==> src/rtl/core/fcc_pkg.sv <==
// Shared types and constants for the floor climb counter.
// Holds the beat structs of both channels, register indexes and the divider result.
// No dependencies.
package fcc_pkg;

	localparam int ALT_W  = 21;
	localparam int DAY_W  = 9;
	localparam int REG_W  = 10;
	localparam int IDX_W  = 2;
	// Accumulator width during the floor division: the remainder plus a full altitude swing.
	localparam int PROG_W = 22;
	localparam int OUT_W  = 16;

	localparam logic [IDX_W-1:0] REG_FLOOR_HEIGHT = 2'd0;
	localparam logic [IDX_W-1:0] REG_HYSTERESIS   = 2'd1;

	localparam logic [REG_W-1:0] FLOOR_HEIGHT_RST = 10'd300;
	localparam logic [REG_W-1:0] HYSTERESIS_RST   = 10'd50;
	localparam logic [DAY_W-1:0] DAY_UNSET        = 9'd511;

	typedef struct packed {
		logic signed [ALT_W-1:0] altitude_cm;
		logic [DAY_W-1:0]        day_of_year;
	} sample_t;

	typedef struct packed {
		logic [OUT_W-1:0] up_total;
		logic [OUT_W-1:0] down_total;
	} result_t;

	typedef struct packed {
		logic              done;
		logic [PROG_W-1:0] quotient;
		logic [REG_W-1:0]  remainder;
	} div_res_t;

endpackage

==> src/rtl/core/fcc_div.sv <==
// Restoring divider shared by both accumulators of the floor climb counter.
// One quotient bit per cycle; depends on fcc_pkg.
module fcc_div (
	input  logic                       clk,
	input  logic                       arst_n,
	input  logic                       start,
	input  logic [fcc_pkg::PROG_W-1:0] dividend,
	input  logic [fcc_pkg::REG_W-1:0]  divisor,
	output fcc_pkg::div_res_t          res
);

	localparam int CNT_W = $clog2(fcc_pkg::PROG_W);

	logic [fcc_pkg::PROG_W-1:0] num_q;
	logic [fcc_pkg::REG_W-1:0]  rem_q;
	logic [CNT_W-1:0]           cnt_q;
	logic                       busy_q;
	logic                       done_q;

	logic [fcc_pkg::REG_W:0] trial;
	logic [fcc_pkg::REG_W:0] diff;
	logic                    qbit;

	always_comb begin
		trial = {rem_q, num_q[fcc_pkg::PROG_W-1]};
		diff  = trial - {1'b0, divisor};
		qbit  = (trial >= {1'b0, divisor});
	end

	always_ff @(posedge clk or negedge arst_n) begin
		if (!arst_n) begin
			busy_q <= 1'b0;
			done_q <= 1'b0;
			cnt_q  <= '0;
		end else if (start) begin
			busy_q <= 1'b1;
			done_q <= 1'b0;
			cnt_q  <= '0;
		end else if (busy_q) begin
			cnt_q <= cnt_q + 1'b1;
			if (cnt_q == CNT_W'(fcc_pkg::PROG_W - 1)) begin
				busy_q <= 1'b0;
				done_q <= 1'b1;
			end
		end else begin
			done_q <= 1'b0;
		end
	end

	// The dividend shifts out at the top while quotient bits shift in at the bottom.
	always_ff @(posedge clk) begin
		if (start) begin
			num_q <= dividend;
			rem_q <= '0;
		end else if (busy_q) begin
			num_q <= {num_q[fcc_pkg::PROG_W-2:0], qbit};
			rem_q <= qbit ? diff[fcc_pkg::REG_W-1:0] : trial[fcc_pkg::REG_W-1:0];
		end
	end

	assign res.done      = done_q;
	assign res.quotient  = num_q;
	assign res.remainder = rem_q;

endmodule

==> src/rtl/core/floor_climb_counter_core.sv <==
// Barometric floor counter with hysteresis and a daily reset of the counts.
// The first sample after reset only records the altitude and goes straight to emission; every
// later sample takes two passes of the 22-step shared divider, one for climb, one for descent.
// One sample at a time; the sample channel stalls until the result is registered.
// Reset clears all counts and the climb and descent remainders, marks the day as unset and loads default registers.
module floor_climb_counter_core #(
	parameter int COUNT_WIDTH = 16
) (
	input  logic                      clk,
	input  logic                      arst_n,
	input  logic                      cfg_we,
	input  logic [fcc_pkg::IDX_W-1:0] cfg_index,
	input  logic [fcc_pkg::REG_W-1:0] cfg_wdata,
	input  logic                      sample_valid,
	output logic                      sample_stall,
	input  fcc_pkg::sample_t          sample,
	output logic                      result_valid,
	input  logic                      result_stall,
	output fcc_pkg::result_t          result
);

	localparam int SUM_W = COUNT_WIDTH + fcc_pkg::PROG_W;
	localparam int EXT_W = COUNT_WIDTH + fcc_pkg::OUT_W;

	typedef enum logic [1:0] {
		ST_IDLE,
		ST_DIV_UP,
		ST_DIV_DN,
		ST_EMIT
	} state_t;

	state_t state_q;

	logic [fcc_pkg::REG_W-1:0]        floor_height_q;
	logic [fcc_pkg::REG_W-1:0]        hysteresis_q;
	logic signed [fcc_pkg::ALT_W-1:0] prev_alt_q;
	logic                             have_prev_q;
	logic [fcc_pkg::REG_W-1:0]        climb_q;
	logic [fcc_pkg::REG_W-1:0]        descent_q;
	logic [fcc_pkg::PROG_W-1:0]       climb_acc_q;
	logic [fcc_pkg::PROG_W-1:0]       descent_acc_q;
	logic [COUNT_WIDTH-1:0]           up_q;
	logic [COUNT_WIDTH-1:0]           down_q;
	logic [fcc_pkg::DAY_W-1:0]        day_q;
	logic                             div_start_q;
	logic                             result_valid_q;
	fcc_pkg::result_t                 result_q;

	logic                         accept;
	logic                         new_day;
	logic [fcc_pkg::REG_W-1:0]    climb_base;
	logic [fcc_pkg::REG_W-1:0]    descent_base;
	logic [fcc_pkg::ALT_W:0]      delta;
	logic [fcc_pkg::ALT_W:0]      delta_abs;
	logic [fcc_pkg::ALT_W-1:0]    mag;
	logic                         rising;
	logic                         falling;
	logic                         big_move;
	logic [fcc_pkg::PROG_W-1:0]   climb_next;
	logic [fcc_pkg::PROG_W-1:0]   descent_next;
	logic [fcc_pkg::REG_W-1:0]    floor_div;
	logic [fcc_pkg::PROG_W-1:0]   div_operand;
	fcc_pkg::div_res_t            div_res;
	logic [SUM_W-1:0]             up_sum;
	logic [SUM_W-1:0]             down_sum;
	logic [EXT_W-1:0]             up_ext;
	logic [EXT_W-1:0]             down_ext;
	logic                         out_free;

	assign accept       = sample_valid && !sample_stall;
	assign sample_stall = (state_q != ST_IDLE);
	assign out_free     = !result_valid_q || !result_stall;

	always_comb begin
		new_day      = (sample.day_of_year != day_q);
		climb_base   = new_day ? '0 : climb_q;
		descent_base = new_day ? '0 : descent_q;
		delta        = {sample.altitude_cm[fcc_pkg::ALT_W-1], sample.altitude_cm}
		             - {prev_alt_q[fcc_pkg::ALT_W-1], prev_alt_q};
		falling      = delta[fcc_pkg::ALT_W];
		rising       = !falling && (delta != '0);
		delta_abs    = falling ? (~delta + 1'b1) : delta;
		mag          = delta_abs[fcc_pkg::ALT_W-1:0];
		big_move     = (mag > fcc_pkg::ALT_W'(hysteresis_q));
		climb_next   = fcc_pkg::PROG_W'(climb_base);
		descent_next = fcc_pkg::PROG_W'(descent_base);
		// A rise grows the climb and eats into the descent; a fall is the mirror case.
		if (rising) begin
			climb_next = fcc_pkg::PROG_W'(climb_base) + fcc_pkg::PROG_W'(mag);
			if (big_move || (fcc_pkg::ALT_W'(descent_base) <= mag)) begin
				descent_next = '0;
			end else begin
				descent_next = fcc_pkg::PROG_W'(fcc_pkg::ALT_W'(descent_base) - mag);
			end
		end else if (falling) begin
			descent_next = fcc_pkg::PROG_W'(descent_base) + fcc_pkg::PROG_W'(mag);
			if (big_move || (fcc_pkg::ALT_W'(climb_base) <= mag)) begin
				climb_next = '0;
			end else begin
				climb_next = fcc_pkg::PROG_W'(fcc_pkg::ALT_W'(climb_base) - mag);
			end
		end
	end

	assign floor_div   = (floor_height_q == '0) ? fcc_pkg::REG_W'(1) : floor_height_q;
	assign div_operand = (state_q == ST_DIV_UP) ? climb_acc_q : descent_acc_q;

	fcc_div u_div (
		.clk      (clk),
		.arst_n   (arst_n),
		.start    (div_start_q),
		.dividend (div_operand),
		.divisor  (floor_div),
		.res      (div_res)
	);

	assign up_sum   = SUM_W'(up_q) + SUM_W'(div_res.quotient);
	assign down_sum = SUM_W'(down_q) + SUM_W'(div_res.quotient);
	assign up_ext   = EXT_W'(up_q);
	assign down_ext = EXT_W'(down_q);

	always_ff @(posedge clk or negedge arst_n) begin
		if (!arst_n) begin
			floor_height_q <= fcc_pkg::FLOOR_HEIGHT_RST;
			hysteresis_q   <= fcc_pkg::HYSTERESIS_RST;
		end else if (cfg_we) begin
			case (cfg_index)
				fcc_pkg::REG_FLOOR_HEIGHT: floor_height_q <= cfg_wdata;
				fcc_pkg::REG_HYSTERESIS:   hysteresis_q   <= cfg_wdata;
				default: ;
			endcase
		end
	end

	always_ff @(posedge clk or negedge arst_n) begin
		if (!arst_n) begin
			state_q        <= ST_IDLE;
			prev_alt_q     <= '0;
			have_prev_q    <= 1'b0;
			climb_q        <= '0;
			descent_q      <= '0;
			up_q           <= '0;
			down_q         <= '0;
			day_q          <= fcc_pkg::DAY_UNSET;
			div_start_q    <= 1'b0;
			result_valid_q <= 1'b0;
		end else begin
			// The divider starts once for the climb and once more for the descent.
			div_start_q <= ((state_q == ST_IDLE) && accept && have_prev_q)
			            || ((state_q == ST_DIV_UP) && div_res.done);
			if ((state_q == ST_EMIT) && out_free) begin
				result_valid_q <= 1'b1;
			end else if (!result_stall) begin
				result_valid_q <= 1'b0;
			end
			case (state_q)
				ST_IDLE: begin
					if (accept) begin
						day_q      <= sample.day_of_year;
						prev_alt_q <= sample.altitude_cm;
						if (new_day) begin
							up_q      <= '0;
							down_q    <= '0;
							climb_q   <= '0;
							descent_q <= '0;
						end
						if (!have_prev_q) begin
							have_prev_q <= 1'b1;
							state_q     <= ST_EMIT;
						end else begin
							state_q     <= ST_DIV_UP;
						end
					end
				end
				ST_DIV_UP: begin
					if (div_res.done) begin
						up_q    <= up_sum[COUNT_WIDTH-1:0];
						climb_q <= div_res.remainder;
						state_q <= ST_DIV_DN;
					end
				end
				ST_DIV_DN: begin
					if (div_res.done) begin
						down_q    <= down_sum[COUNT_WIDTH-1:0];
						descent_q <= div_res.remainder;
						state_q   <= ST_EMIT;
					end
				end
				ST_EMIT: begin
					if (out_free) begin
						state_q <= ST_IDLE;
					end
				end
				default: state_q <= ST_IDLE;
			endcase
		end
	end

	always_ff @(posedge clk) begin
		if (accept) begin
			climb_acc_q   <= climb_next;
			descent_acc_q <= descent_next;
		end
		if ((state_q == ST_EMIT) && out_free) begin
			result_q.up_total   <= up_ext[fcc_pkg::OUT_W-1:0];
			result_q.down_total <= down_ext[fcc_pkg::OUT_W-1:0];
		end
	end

	assign result_valid = result_valid_q;
	assign result       = result_q;

endmodule
==> config.mk <==
export PLATFORM = sky130hd
export DESIGN_NAME = floor_climb_counter_core
export DESIGN_NICKNAME = d
export VERILOG_FILES = /design/src/rtl/core/fcc_pkg.sv /design/src/rtl/core/fcc_div.sv /design/src/rtl/core/floor_climb_counter_core.sv
export SDC_FILE = /design/constraint.sdc
export NUM_CORES = 1
export LEC_CHECK = 0
export ABC_CLOCK_PERIOD_IN_PS = 8100
export BUFFER_PORTS_ARGS = -buffer_cell sky130_fd_sc_hd__buf_2
export CAP_MARGIN = 20
export CORE_UTILIZATION = 30
export DETAILED_ROUTE_END_ITERATION = 12
export GPL_TIMING_DRIVEN = 0
export SYNTH_ARGS = -nofsm -noshare
export SYNTH_HDL_FRONTEND = slang
export SYNTH_HIERARCHICAL = 1
export SYNTH_SLANG_ARGS = --single-unit
export TNS_END_PERCENT = 30
==> constraint.sdc <==
create_clock -name clk -period 8.1 [get_ports clk]
set_input_delay 0.405 -clock clk [delete_from_list [all_inputs] [get_ports clk]]
set_output_delay 0.405 -clock clk [all_outputs]
set_load 0.01 [all_outputs]
==> impl_metrics.json <==
{
  "route.vias.total": 12258,
  "postLayoutSetupSlackWorst_ns": 0.709,
  "timing.fmax_mhz": 135,
  "num-fill-cells": 5155,
  "cp.arrival_ns": 7.70,
  "cts_setup_buffers": 0,
  "synth_top_cells_by_area": "edfxtp_1 (19%), dfrtp_1 (16%), ha_1 (9.6%), mux2_2 (5.5%), xnor2_1 (4.0%)",
  "worst_hold_path_type": "in -> reg",
  "grt_overflow_total": 0,
  "syn-instance-count": 1591,
  "port-buffer-count": 80,
  "floorplan.rows": 82,
  "start_util_pct": 30.6,
  "worst_ep_required_time_ns": 8.40,
  "die_area_sq_mm": 0.0524,
  "drtAntennaViolNets": 0,
  "placed_cells_incl_taps": 2348,
  "initial_antenna_violation_count": 1,
  "grt_busiest_layer": "met2",
  "clk-insertion-delay-late_ns": 0.57,
  "wl_um": 40500,
  "drt_pre_antenna_iters": 8,
  "grt_pass1_vias": 12070,
  "path_class": "reg -> reg",
  "detailedRoute.firstIterationViolations": 667,
  "start_kind": "register",
  "clk_root_buffer_cell": "clkbuf_16",
  "finalClockSkew_ns": 0.0247,
  "netlist.area_leader.share_pct": 19.0,
  "slowest_delay_ns": 0.51,
  "tritoncts": "done",
  "syn-num-nets": 1765,
  "cp_max_fo": 10,
  "layout_cell_share_with_drive_strength_beyond_1_pct": 15.7,
  "clock_sink_count": 222,
  "synth.distinct_cells": 93,
  "finish.utilization_pct": 35.1,
  "clk_pin_slew_ns": 0.06,
  "synthArstFlopShare_pct": 51.4,
  "multi_input_comb_area_sq_mm": 0.00882,
  "hold_violations": 0,
  "detail_route.drc_violations": 0,
  "post_synth_instance_area_sq_mm": 0.0155,
  "seq_area_frac_synth_pct": 38.9,
  "maxCapViolations": 0,
  "avgRoutedWirePerCell_um": 16.9,
  "layout-area-overhead-vs-synth_pct": 14.5,
  "synth.largest_area_cell": "edfxtp_1",
  "track_usage_pct": 15.3,
  "floorplan.core_area_sq_mm": 0.0505,
  "synth_ff_type": "edfxtp_1",
  "setup.worst_path.end_class": "register",
  "number_of_enable_type_register_cells_in_the_synthesized_netlist": 98,
  "met3_usage_in_global_routing_pct": 2.13,
  "result_of_the_run": "finished clean",
  "postSynthRegisterBits": 222,
  "timing.final.max_slew_violations": 0,
  "grt_start_max_net_pins": 89,
  "die-height_um": 229,
  "cts_max_level": 1,
  "timing.max_slew.rel_slack_pct": 31.6,
  "worst_slew_pin_slew_ns": 1.02,
  "tcrit_tclk_final_pct": 91.3,
  "die_w_um": 229,
  "use_met2_pct": 24.8,
  "post-dp-hpwl_um": 31600,
  "grt_setup_unrepaired": "false",
  "via_per_inst": 5.11,
  "gp_congestion": 0.912,
  "report.final.setup_viol": 0,
  "cts_buffers": 26,
  "final_nets": 1879,
  "seq_area_sq_mm": 0.00602,
  "wire_length_of_the_first_global_routing_pass_um": 65200,
  "clock_path_buffers": 3,
  "synth_area_per_cell_sq_um": 9.71,
  "slowest_stage": "a2111oi_0",
  "io_pins": 81,
  "global_route.usage.met1_pct": 21.3,
  "synthesis.yosys.warnings": 6,
  "hold_worst_slack_ns": 0.0601,
  "post_layout_nonfiller_instances": 2399,
  "dp_worst_setup_slack_ns": -0.179,
  "finalWorstPathRequiredPeriod_ns": 7.39
}
-- repair_timing --
| item | 4_1_cts | 5_1_grt |
|---|---|---|
| gates resized for setup | 1 | 10 |
| hold buffers | 1 | 0 |
| endpoints found under the hold margin | 26 | 0 |
| gates cloned | 0 | 0 |
| endpoints found under the setup margin | 5 | 27 |
-- metrics by stage --
stage	area (sq um)	setup TNS, ns
global placement	16700	-1.41
CTS	17700	0
global route	17700	0
finish	17700	0
detailed placement	16800	-0.875
floorplan	15500	0
-- cells by family (layout without fill, tap and decap cells) --
kind of cell | count (synthesis) | in the layout | share of synthesized area [%]
flops | 222 | 222 | 38.9
mux | 87 | 87 | 6.25
xor+xnor | 111 | 111 | 6.39
fa+ha+maj | 127 | 127 | 10.7
simple gates | 434 | 434 | 13.9
buf+inv | 169 | 303 | 4.30
compound gates | 441 | 441 | 19.6
other cells | 0 | 2 | 0
-- per-layer routing --
layer | up-vias | part of all wire [%]
li1 | 6070 | -
met1 | 5872 | 48
met2 | 262 | 46
met3 | 54 | 4.5
met4 | 0 | 2.0
met5 | - | 0
-- worst max-delay path: cells and delay by family (launching register included) --
| kind | cells | cell delay, ns |
|---|---|---|
| and+or+nand+nor | 6 | 1.00 |
| AOI/OAI and AO/OA | 12 | 2.74 |
| xor gates and xnor gates | 1 | 0.33 |
| DFF | 1 | 0.33 |
| adders and majority gates | 2 | 0.63 |
| buffers and inverters | 7 | 2.05 |
-- area by class of cell --
| class | count | share of cell area, % |
|---|---|---|
| diodes | 2 | 0.0283 |
| inverters | 101 | 2.14 |
| clock inverters | 10 | 0.495 |
| plain buffers | 68 | 1.64 |
| clock buffers | 38 | 4.28 |
| repair buffers | 86 | 2.82 |
| well taps | 672 | 4.75 |
| multi-input cells | 1200 | 49.8 |
| flip-flops and latches | 222 | 34.0 |
-- cell usage in the layout (no fill, tap or decap), types with 40 or more instances in the layout --
cell type  count
nand2_1      144
nor2_1        90
inv_1        101
mux2_2        76
nand3_1       40
clkbuf_1      52
dfrtp_1       98
edfxtp_1      98
o21ai_0       88
buf_2         84
a21oi_1       98
xnor2_1       68
ha_1         119
-- final timing paths --
| check | slack [ns] | endpoint | cells past startpoint | start |
|---|---|---|---|---|
| setup / recovery | 0.71 | descent_acc_q[6]$_DFFE_PP_ | 28 | prev_alt_q[5]$_DFFE_PN0P_ |
| hold / removal | 0.06 | prev_alt_q[20]$_DFFE_PN0P_ | 3 | sample[29] |
| setup reg to reg | 0.71 | descent_acc_q[6]$_DFFE_PP_ | 28 | prev_alt_q[5]$_DFFE_PN0P_ |
| hold reg to reg | 0.49 | climb_q[7]$_DFFE_PN0P_ | 1 | climb_q[7]$_DFFE_PN0P_ |
| max in group asynchronous | 7.02 | floor_height_q[5]$_DFFE_PN1P_ | 3 | arst_n |
| min in group asynchronous | 0.30 | down_q[11]$_DFFE_PN0P_ | 2 | arst_n |
-- flip-flops by register name, summed over array words and instances, names as in the netlist, 2 cells and up --
register,flops
state_q,2
floor_height_q,10
hysteresis_q,10
result,32
day_q,9
up_q,16
climb_acc_q,22
descent_q,10
down_q,16
u_div/cnt_q,5
u_div/num_q,22
descent_acc_q,22
u_div/rem_q,10
prev_alt_q,21
climb_q,10
-- synth_stat cells, drive strengths merged (15+ instances only) --
cell / n
nor2: 90
xor2: 39
edfxtp: 98
o21ai: 95
nor4: 15
nand2: 146
buf: 18
dfrtp: 98
inv: 101
a22o: 21
dfstp: 16
nor3: 27
xnor2: 72
nand2b: 17
and2: 23
a21oi: 99
a21o: 30
nand3: 40
clkbuf: 50
a211oi: 19
ha: 119
o31ai: 15
o21bai: 27
nand4: 16
mux2: 76
Power is not shown: default switching activity piles up to over one toggle a cycle in this logic, so the estimate is an artifact.
